**src/lsl_pkg.sv**
```systemverilog
// Shared types, codes and defaults for the LRU slot list with pins.
`default_nettype none
package lsl_pkg;

   localparam int DEF_NUM_SLOTS  = 256;
   localparam int DEF_ID_BITS    = 32;
   localparam int DEF_COUNT_BITS = 8;

   typedef logic [1:0] kind_type;

   localparam kind_type KIND_ALLOC  = 2'd0;
   localparam kind_type KIND_TOUCH  = 2'd1;
   localparam kind_type KIND_ADDREF = 2'd2;
   localparam kind_type KIND_DELREF = 2'd3;

   // commands from the controller to the datapath
   typedef struct packed {
      logic clr_step;   // write one reset entry, advance sweep index
      logic load;       // capture the incoming transaction
      logic rd_slot;    // read address: item slot (1) or oldest (0)
      logic rotate;     // move the oldest slot to the newest end
      logic grant;      // rotate, swap identifier, record the grant
      logic unlink;     // take the item slot out of the chain
      logic link;       // hang the item slot at the newest end
      logic cnt_write;  // apply add or remove reference
      logic finish;     // load the result into the output register
   } cmd_type;

   // status from the datapath to the controller
   typedef struct packed {
      logic     clear_last;
      kind_type kind;
      logic     slot_ok;
      logic     is_newest;
      logic     cnt_zero;
      logic     free_zero;
      logic     out_free;
   } sts_type;

endpackage
`default_nettype wire

```
**src/lsl_ctrl.sv**
```systemverilog
// Controller state machine for the LRU slot list with pins.
`default_nettype none
module lsl_ctrl
   import lsl_pkg::*;
(
   input  wire logic    clock,
   input  wire logic    reset,
   input  wire logic    req_valid,
   output logic         req_stall,
   input  wire sts_type sts,
   output cmd_type      cmd
);

   localparam logic [2:0] ST_CLEAR    = 3'd0;
   localparam logic [2:0] ST_IDLE     = 3'd1;
   localparam logic [2:0] ST_DISPATCH = 3'd2;
   localparam logic [2:0] ST_WREAD    = 3'd3;
   localparam logic [2:0] ST_WEVAL    = 3'd4;
   localparam logic [2:0] ST_UNLINK   = 3'd5;
   localparam logic [2:0] ST_LINK     = 3'd6;
   localparam logic [2:0] ST_DONE     = 3'd7;

   logic [2:0] state_ff;
   logic [2:0] state_in;

   assign req_stall = (state_ff != ST_IDLE);

   // sequence one transaction at a time
   always_comb begin
      state_in = state_ff;
      cmd      = '0;
      unique case (state_ff)
         ST_CLEAR: begin
            cmd.clr_step = 1'b1;
            if (sts.clear_last) begin
               state_in = ST_IDLE;
            end
         end
         ST_IDLE: begin
            if (req_valid) begin
               cmd.load = 1'b1;
               state_in = ST_DISPATCH;
            end
         end
         ST_DISPATCH: begin
            if (sts.kind == KIND_ALLOC) begin
               state_in = sts.free_zero ? ST_DONE : ST_WREAD;
            end else if (!sts.slot_ok) begin
               state_in = ST_DONE;
            end else if (sts.kind == KIND_TOUCH) begin
               cmd.rd_slot = 1'b1;
               state_in    = sts.is_newest ? ST_DONE : ST_UNLINK;
            end else begin
               cmd.rd_slot = 1'b1;
               state_in    = ST_LINK;
            end
         end
         ST_WREAD: begin
            state_in = ST_WEVAL;
         end
         ST_WEVAL: begin
            if (sts.cnt_zero) begin
               cmd.grant = 1'b1;
               state_in  = ST_DONE;
            end else begin
               cmd.rotate = 1'b1;
               state_in   = ST_WREAD;
            end
         end
         ST_UNLINK: begin
            cmd.rd_slot = 1'b1;
            cmd.unlink  = 1'b1;
            state_in    = ST_LINK;
         end
         ST_LINK: begin
            cmd.rd_slot = 1'b1;
            if (sts.kind == KIND_TOUCH) begin
               cmd.link = 1'b1;
            end else begin
               cmd.cnt_write = 1'b1;
            end
            state_in = ST_DONE;
         end
         ST_DONE: begin
            if (sts.out_free) begin
               cmd.finish = 1'b1;
               state_in   = ST_IDLE;
            end
         end
         default: begin
            state_in = ST_IDLE;
         end
      endcase
   end

   always_ff @(posedge clock) begin
      if (reset) begin
         state_ff <= ST_CLEAR;
      end else begin
         state_ff <= state_in;
      end
   end

   // no transaction enters before the sweep ends
   assert property (@(posedge clock) disable iff (reset)
      (state_ff == ST_CLEAR) |-> req_stall)
      else $error("request taken during clearing sweep");

   // a grant leads straight to the done state
   assert property (@(posedge clock) disable iff (reset)
      cmd.grant |=> (state_ff == ST_DONE))
      else $error("grant not followed by result");

   // link, unlink or count write only for a valid slot
   assert property (@(posedge clock) disable iff (reset)
      (cmd.unlink || cmd.link || cmd.cnt_write) |-> sts.slot_ok)
      else $error("list update on out of range slot");

endmodule
`default_nettype wire

```
**config.mk**
```make
export PLATFORM = sky130hd
export DESIGN_NAME = lsl_ctrl
export DESIGN_NICKNAME = d
export VERILOG_FILES = /design/src/lsl_pkg.sv /design/src/lsl_ctrl.sv
export SDC_FILE = /design/constraint.sdc
export NUM_CORES = 1
export LEC_CHECK = 0
export ABC_AREA = 1
export BUFFER_PORTS_ARGS = -buffer_cell sky130_fd_sc_hd__buf_2
export CORE_AREA = 2 2 39 41
export DETAILED_ROUTE_END_ITERATION = 10
export DIE_AREA = 0 0 41 43
export PLACE_DENSITY = 0.48
export SLEW_MARGIN = 0
export SYNTH_ARGS = -nofsm -noshare
export SYNTH_HDL_FRONTEND = slang
export SYNTH_SLANG_ARGS = --single-unit
```
**constraint.sdc**
```tcl
create_clock -name clock -period 3.14 [get_ports clock]
set_input_delay 0.157 -clock clock [delete_from_list [all_inputs] [get_ports clock]]
set_output_delay 0.157 -clock clock [all_outputs]
set_load 0.005 [all_outputs]
```
* Word-level counts from Yosys, hierarchy flattened
Index checks and enable logic that the tools add are counted.
** Word-level totals
- Logic and storage cells :: 42
- Output and inout bits :: 10
- Input bits :: 11
- Bits in registers :: 3
** Cells by class
- Reduce and logical (&&, ||, !) cells :: 4
- Equality and inequality tests :: 12
- Muxes and demuxes :: 25
** Operators with widths (number)
- 3-bit one-hot mux with 8 select lines :: 1
- 3-bit 2-to-1 mux :: 7
- 3-bit equality test (second input constant) :: 4
- 1-bit 2-to-1 mux :: 12
- 2-bit 2-to-1 mux :: 4
- 3-bit by 2-bit equality test with 1-bit output (second input constant) :: 2
- 2-bit != test (second input constant) :: 3
- 3-bit by 1-bit equality test with 1-bit output (second input constant) :: 1
- 3-bit logical NOT :: 1
- 3-bit by 1-bit != test with 1-bit output (second input constant) :: 1
- 3-bit AND reduction :: 1
- 2-bit by 1-bit equality test with 1-bit output (second input constant) :: 1
- 2-bit logical NOT :: 1
- 1-bit one-hot mux with 2 select lines :: 1
- 2-bit OR reduction :: 1

* Longest topological paths before layout
Gate-level depths: netlist of the first run.
- Depth after elaboration :: 5
- Depth in mapped cells :: 8
- Mapped depth without buffers :: 7

* Least setup slack after synthesis of the first run
No wires, ideal clock.
- Kind :: flip-flop to output port
- Start :: register state_ff[0]
- End :: output port cmd[6] in the netlist's numbering
- Arrival time :: 0.834 ns
- Cell stages (with the launch flop) :: 6
- Setup slack :: 2.149 ns
- Path through :: dfxtp_1 > buf_4 > inv_2 > nand3_1 > nand2_1 > a31o_1
** RTL lines
- from (decl) :: line lsl_ctrl.sv:23 : logic [2:0] state_ff;
- from (signal assigned) :: line lsl_ctrl.sv:100 : state_ff <= state_in;
- to (decl) :: line lsl_ctrl.sv:11 : output cmd_type cmd

==> flow_summary.ini, run 1 <==
[status]
status = finished clean

[clock_network]
holdBufCountCts = 0
cts_tree = built
clock-sinks = 3
clockBufferDepth = 2
ctsHtreeMaxLevel = 1
root_buffer = clkbuf_4
cts_setup_buffers = 0
cts_buffers = 3
clock_latency_ns = 0.23
cts.repair.resized = 0
path_clk_slew_ns = 0.04

[worst_setup_path]
critPathKind = reg -> out
path_buf_inv = 2
end_kind = primary output
critPathMaxFanout = 11
worstPathRequired_ns = 2.98
path_cells = inv_2 -> nand3_1 -> nand2_1 -> a31o_1 -> buf_2
slowest_delay_ns = 0.55
path_depth = 5
cp.arrival_ns = 1.36
crit_family = flip-flops
r2r_cells = 6
start_kind = register
slowest_stage = dfxtp_1

[timing]
post-route-period-util_pct = 48.45
finClkSkew_ns = 0.001528
setup_tns_ns = 0
setup_viol = 0
hold_violations = 0
slew_viol_final = 0
fmax_mhz = 657.3
fin_crit_ns = 1.521
max_slew_margin_pct = 73.17
worst_slew_pin_slew_ns = 0.4019
rsz0062_at_grt = false

[route]
drc = 0
drt_iter0_markers = 7
drt_pass1_iterations = 3
post_drt_wl_per_cell_um = 8.594
drtAntennaViolNets = 0
wirelength_um = 868
vias = 421
vias_per_cell = 4.168

[worst_hold_path]
hp-class = in -> reg
whs_path_depth = 2

[final_layout]
post-route-util_pct = 33.91
drive_gt1_share_pct = 35.29
top_regs = state_ff: 3 flops
diodes = 0
area_growth_pct = 42.05
final_common_cell = buf_2
top_register = state_ff
finalNonFillerCells = 101
largest_reg_flops = 3
final_cell_mix = 20 x buf_2, 13 x inv_1, 13 x nand2_1
nNetsFinal = 97

[logic_synthesis]
mappedNetlistArea_um2 = 330.3
yosys.area_share.simple_pct = 50.00
synth_cell_type_count = 17
synthTopCellsByArea = dfxtp_1 18%, inv_1 15%, nand2_1 15%, nor2_1 11%, nand3_1 7.6%
syn_area_per_cell_um2 = 5.328
synth_cells = 62
synth_compound_area_share_pct = 12.50
synth.area.mux_share_pct = 0
synth_top_family_by_area = simple AND/OR/NAND/NOR gates
synth_top_area_share_pct = 18.18
synth_xor_area_share_pct = 0
yosys.area.top_type = dfxtp_1
synthAdderAreaFrac_pct = 0
ys_ff_latch = 3
ys_warn_count = 0
syn-num-nets = 73
yosysSeqAreaShare_pct = 18.18

[global_route]
grt_max_degree = 12
grt_pass1_wl_um = 1276
grt_pass1_vias = 343
antenna_found_initial = 0
track_usage_pct = 10.83
overflow = 0

[floorplanning]
initial_core_util_pct = 23.87
die_height_um = 43
fp.dieW_um = 41
rows = 14
core_um2 = 1384
die-area_um2 = 1763
pin_count = 21

[placed_design]
dp.final_hpwl_um = 709.4
port_buffers = 20
dp_cells = 97
place.gp.congestion = 0.6979

[power]
leakagePower_nw = 0.2980
powerDensity_nw_per_um2 = 394.3
ir_worst_vdd_mv = 0.2178

[run]
max-cap-violations = 0
==> cell families after synthesis <==
kind of cell	after synthesis
buffers and inverters	16
AO/OA/AOI/OAI	7
AND/OR/NAND/NOR	36
flip-flops	3
==> path summary, 6_finish.rpt <==
| kind | startpoint | end | slack (ns) |
|---|---|---|---|
| hold / removal | reset | state_ff[1] | 0.09 |
| setup reg to reg | state_ff[0] | state_ff[1] | 1.94 |
| setup / recovery | state_ff[0] | cmd[6] | 1.62 |
| hold reg to reg | state_ff[2] | state_ff[1] | 0.64 |
==> synth_stat cells <==
master    number
nand3_2        1
nor2_2         3
nand3_1        5
nand2_2        1
nor2_1        10
buf_4          1
nor3_1         1
inv_2          2
nand3b_1       1
nand4_1        1
o21ai_1        1
a31o_1         1
dfxtp_1        3
inv_1         13
a21oi_1        4
o21bai_1       1
nand2_1       13
==> cell type report <==
class | instances | area [um^2]
Timing Repair Buffer | 20 | 100.1
Multi-Input combinational cell | 43 | 206.4
Inverter | 15 | 56.30
Clock buffer | 4 | 26.28
Sequential cell | 3 | 60.06
Fill cell | 173 | 914.6
Tap cell | 16 | 20.02
==> report_power, final <==
group	internal (mW)	switching [mW]
combinational	0.0284	0.0355
sequential	0.0428	0.0104
clock	0.0476	0.0203
==> per-stage QoR <==
| step | power [mW] | area, um^2 | worst slack [ns] | hold WS (ns) |
|---|---|---|---|---|
| floorplan | 0.09649 | 330.3 | 2.149 | 0.2261 |
| global placement | 0.1176 | 442.9 | 1.889 | 0.3305 |
| detailed placement | 0.1183 | 442.9 | 1.881 | 0.3310 |
| CTS | 0.1897 | 469.2 | 1.628 | 0.08190 |
| global route | 0.2045 | 469.2 | 1.575 | 0.1037 |
| finish | 0.1850 | 469.2 | 1.619 | 0.09106 |
==> routing by layer <==
| layer | GRT usage, % | share of wire, % |
|---|---|---|
| met3 | 1.571 | 5.8 |
| met4 | 8.000 | 2.1 |
| met1 | 11.86 | 47 |
| met2 | 17.50 | 45 |
| met5 | 0 | 0 |
Power figures use the tool's default switching activity.
==> run 2: changes to the inputs <==
PLACE_DENSITY = 0.49   (was 0.48)
clock period = 1.39 ns   (was 3.14 ns; I/O delays follow)
==> flow_summary.ini, run 2 (synthesis results as in run 1) <==
[power]
powerDensity_nw_per_um2 = 885.8
ir_worst_vdd_mv = 0.4445
switching_share_pct = 35.48
internal-power_mw = 0.2710
p_sw_mw = 0.1490
p_seq_share_pct = 29.0
leakagePower_nw = 0.2990
power_frac_comb_pct = 34.4
pwr-share-clk_pct = 36.7

[floorplanning]
die-area_um2 = 1763
initial_core_util_pct = 23.87
rows = 14
pin_count = 21
core_um2 = 1384
die_height_um = 43
fp.dieW_um = 41

[clock_network]
holdBufCountCts = 0
clock_latency_ns = 0.23
cts.repair.resized = 1
cts_buffers = 3
path_clk_slew_ns = 0.04
cts_tree = built
clockBufferDepth = 2
root_buffer = clkbuf_4
cts_setup_buffers = 0
ctsHtreeMaxLevel = 1
clock-sinks = 3

[final_layout]
final_common_cell = buf_2
nNetsFinal = 97
drive_gt1_share_pct = 37.65
top_regs = state_ff: 3 flops
finalNonFillerCells = 101
diodes = 0
top_register = state_ff
final_cell_mix = 20 x buf_2, 13 x inv_1, 13 x nand2_1
largest_reg_flops = 3
area_growth_pct = 43.56
n_fill_cell = 163

[worst_setup_path]
r2r_start = state_ff[0]
critPathMaxFanout = 11
path_buf_inv = 2
critPathKind = reg -> out
cp.arrival_ns = 1.18
crit_start = state_ff[0]
slowest_stage = dfxtp_4
path_cells = inv_2 -> nand3_1 -> nand2_1 -> a31o_1 -> buf_2
slowest_delay_ns = 0.40
worstPathRequired_ns = 1.32
crit_family = flip-flops
start_kind = register
end_kind = primary output

[route]
post_drt_wl_per_cell_um = 8.465
drt_pass1_iterations = 4
wirelength_um = 855
drc = 0
drtAntennaViolNets = 0
vias = 423
vias_per_cell = 4.188
drt_iter0_markers = 5

[global_route]
grt_pass1_wl_um = 1345
track_usage_pct = 11.45
overflow = 0
grt_pass1_vias = 363
grt_max_degree = 12
antenna_found_initial = 0

[timing]
fin_crit_ns = 1.250
setup_viol = 0
max_slew_margin_pct = 86.83
fmax_mhz = 799.7
post-route-period-util_pct = 89.96
slew_viol_final = 0
rsz0062_at_grt = false
worst_slew_pin_slew_ns = 0.1973
finClkSkew_ns = 0.008153
setup_tns_ns = 0
hold_violations = 0

[placed_design]
dp.final_hpwl_um = 710.5
place.gp.congestion = 0.7179
dp_cells = 97
port_buffers = 20

[run]
max-cap-violations = 0

[worst_hold_path]
worstHoldStart = reset
hp-class = in -> reg

[status]
status = finished clean
run 2: cell counts in the layout (fill, tap and decap cells not counted):
Identical to the previous run, type by type.
run 2: cell type report:
type	count	area, um^2	area share (%)
multi-input combinational	43	206.4	43.54
timing repair buffer	20	100.1	21.11
sequential	3	65.06	13.72
inverter	15	56.30	11.87
clock buffer	4	26.28	5.541
tap	16	20.02	4.222
run 2: power groups by stage:
stage	combinational, mW	clock (mW)	sequential, mW
after CTS	0.146	0.164	0.121
final	0.144	0.154	0.122
after global routing	0.168	0.173	0.125
after global placement	0.146	0	0.119
after detailed placement	0.146	0	0.121
after floorplan	0.112	0	0.106
run 2: worst reg2reg max path: stages, from the launching register on:
cell     delay (ns)
dfxtp_4        0.38
nor2_1         0.18
nand2_1        0.11
nor2_2         0.10
nor2_1         0.05
nand3_1        0.06
nand2_1        0.05
inv_1          0.04
run 2: worst paths after layout:
check                              endpoint  slack [ns]  depth (start not counted)
worst max register to register  state_ff[2]        0.38                          7
worst min register to register  state_ff[1]        0.62                          2
worst max-delay path                 cmd[6]        0.14                          5
worst min-delay path            state_ff[1]       0.008                          2
run 2: metrics by stage:
| stage | instance area [um^2] | total power, mW | utilization, % | hold slack [ns] | worst slack, ns |
|---|---|---|---|---|---|
| 5_1_grt | 474.2 | 0.4662 | 34.27 | 0.005865 | 0.04107 |
| 3_3_place_gp | 442.9 | 0.2655 | 32.01 | 0.2377 | 0.2218 |
| 4_1_cts | 470.5 | 0.4310 | 34.00 | 0.004030 | 0.02503 |
| 3_5_place_dp | 442.9 | 0.2668 | 32.01 | 0.2498 | 0.2027 |
| 2_1_floorplan | 330.3 | 0.2180 | - | 0.1386 | 0.4029 |
| 6_report | 474.2 | 0.4200 | 34.27 | 0.007537 | 0.1395 |
run 2: metal layers:
layer  up-vias  wire (um)  global-route usage [%]
li1        238          -                       -
met1       171        391                   13.18
met2        14        405                   18.13
met3         0         58                   3.141
met4         0          0                   6.000
met5         -          0                       0
==> run 3: changes to the inputs <==
clock period = 1 ns   (was 1.39 ns; I/O delays follow)
==> flow_summary.ini, run 3 (synthesis results as in run 1) <==
[route]
drc = 0
vias = 508
drt_pass1_iterations = 2
wirelength_um = 1094
drt_iter0_markers = 3
vias_per_cell = 4.379
drtAntennaViolNets = 0
post_drt_wl_per_cell_um = 9.431

[worst_hold_path]
worstHoldStart = req_valid
whs_endpoint = state_ff[0]
hp-class = in -> reg
whs_path_depth = 4

[timing]
max_slew_margin_pct = 88.89
finClkSkew_ns = 0.01054
setup_tns_ns = -1.361
fmax_mhz = 852.3
hold_violations = 0
setup_viol = 12
post-route-period-util_pct = 117.3
worst_slew_pin_slew_ns = 0.1664
fin_crit_ns = 1.173
holdWs_ns = 0.1351
finalWorstSetupSlack_ns = -0.1733
rsz0062_at_grt = true
slew_viol_final = 0

[placed_design]
dp.final_hpwl_um = 754.1
place_area_um2 = 510.5
place.gp.congestion = 0.7376
port_buffers = 20

[clock_network]
ctsHtreeMaxLevel = 1
clock-sinks = 3
path_clk_slew_ns = 0.04
cts_tree = built
cts_buffers = 3
clock_latency_ns = 0.24
root_buffer = clkbuf_4
clockBufferDepth = 2

[final_layout]
multi_input_area_um2 = 305.3
area_growth_pct = 120.5
final_cell_mix = 19 x buf_2, 12 x inv_1, 9 x nand2_1
top_register = state_ff
n_fill_cell = 147
final_common_cell = buf_2
diodes = 0
final_cell_area_um2 = 728.2
top_regs = state_ff: 3 flops
post-route-util_pct = 52.62
drive_gt1_share_pct = 63.00
largest_reg_flops = 3
nNetsFinal = 112
seqCellArea_um2 = 71.32

[global_route]
grt_max_degree = 9
track_usage_pct = 13.93
overflow = 0
antenna_found_initial = 0
grt_pass1_wl_um = 1711
grt_pass1_vias = 445

[worst_setup_path]
start_kind = register
r2r-end = state_ff[1]
r2r_setup_slack_ns = -0.10
r2r_cells = 8
worstPathRequired_ns = 0.95
critPathMaxFanout = 7
end_kind = primary output
r2r_start = state_ff[1]
cp.arrival_ns = 1.12
critPathKind = reg -> out

[floorplanning]
initial_core_util_pct = 23.87
die_height_um = 43
rows = 14
die-area_um2 = 1763
core_um2 = 1384
pin_count = 21
fp.dieW_um = 41

[status]
status = finished with violations
violations = negative setup slack

[power]
ir_worst_vdd_mv = 0.6538
leakagePower_nw = 0.3960
powerDensity_nw_per_um2 = 1085

[run]
max-cap-violations = 0
-- run 3: cell count changes in the layout (fill, tap and decap cells not counted), moves of 2 or more --
cell	delta
nor2_1	-5
buf_6	+7
nand2_4	+2
dfxtp_4	+2
nand2_2	+2
nor2_2	+3
nand2_1	-4
nor2_4	+2
buf_4	+8
nand3_4	+2
nand3_1	-3
-- run 3: worst max path at each step --
stage                           start     endpoint  depth (start not counted)
after detailed placement  state_ff[0]  state_ff[0]                          5
after global routing      state_ff[0]       cmd[5]                          5
after global placement    state_ff[1]  state_ff[2]                          7
final                     state_ff[0]       cmd[5]                          5
after CTS                 state_ff[1]       cmd[6]                          5
after floorplan           state_ff[0]  state_ff[2]                          8
-- run 3: critical path, stage by stage, from the launching register on --
cell and delay, ns:
dfxtp_4 0.37, nor2_4 0.13, nand2_2 0.07, buf_6 0.11, nor2_2 0.08, buf_2 0.11
-- run 3: what timing repair did --
| action | CTS | global route |
|---|---|---|
| setup buffers | 3 | 2 |
| hold buffers | 1 | 0 |
| endpoints found under the setup margin | 13 | 13 |
| hold endpoints to repair | 1 | 0 |
| pin swaps | 4 | 9 |
| gates resized for setup | 22 | 16 |
-- run 3: per-stage QoR --
step | power, mW | instances | setup WS (ns)
2_1_floorplan | 0.3030 | 62 | 0.01292
3_3_place_gp | 0.4231 | 106 | -0.09301
3_5_place_dp | 0.4228 | 106 | -0.08344
4_1_cts | 0.7235 | 114 | -0.1877
5_1_grt | 0.8601 | 116 | -0.2288
6_report | 0.7902 | 116 | -0.1733
-- run 3: where the power goes --
part           internal (mW)  leakage [nW]  switching (mW)  total (mW)
clock                  0.150        0.0150          0.0706       0.221
combinational          0.213         0.354           0.180       0.392
sequential             0.137        0.0267          0.0401       0.177
-- run 3: layout make-up --
| class | count | share of cell area [%] |
|---|---|---|
| flip-flops and latches | 3 | 9.794 |
| inverters | 15 | 8.419 |
| repair buffers | 35 | 33.51 |
| clock buffers | 4 | 3.608 |
| well taps | 16 | 2.749 |
| multi-input cells | 43 | 41.92 |
-- run 3: routing by layer --
| layer | up-vias | routed length [um] | GRT usage, % |
|---|---|---|---|
| li1 | 268 | - | - |
| met1 | 224 | 442 | 15.02 |
| met2 | 16 | 590 | 24.06 |
| met3 | 0 | 61 | 4.712 |
| met4 | 0 | 0 | 4.000 |
| met5 | - | 0 | 0 |
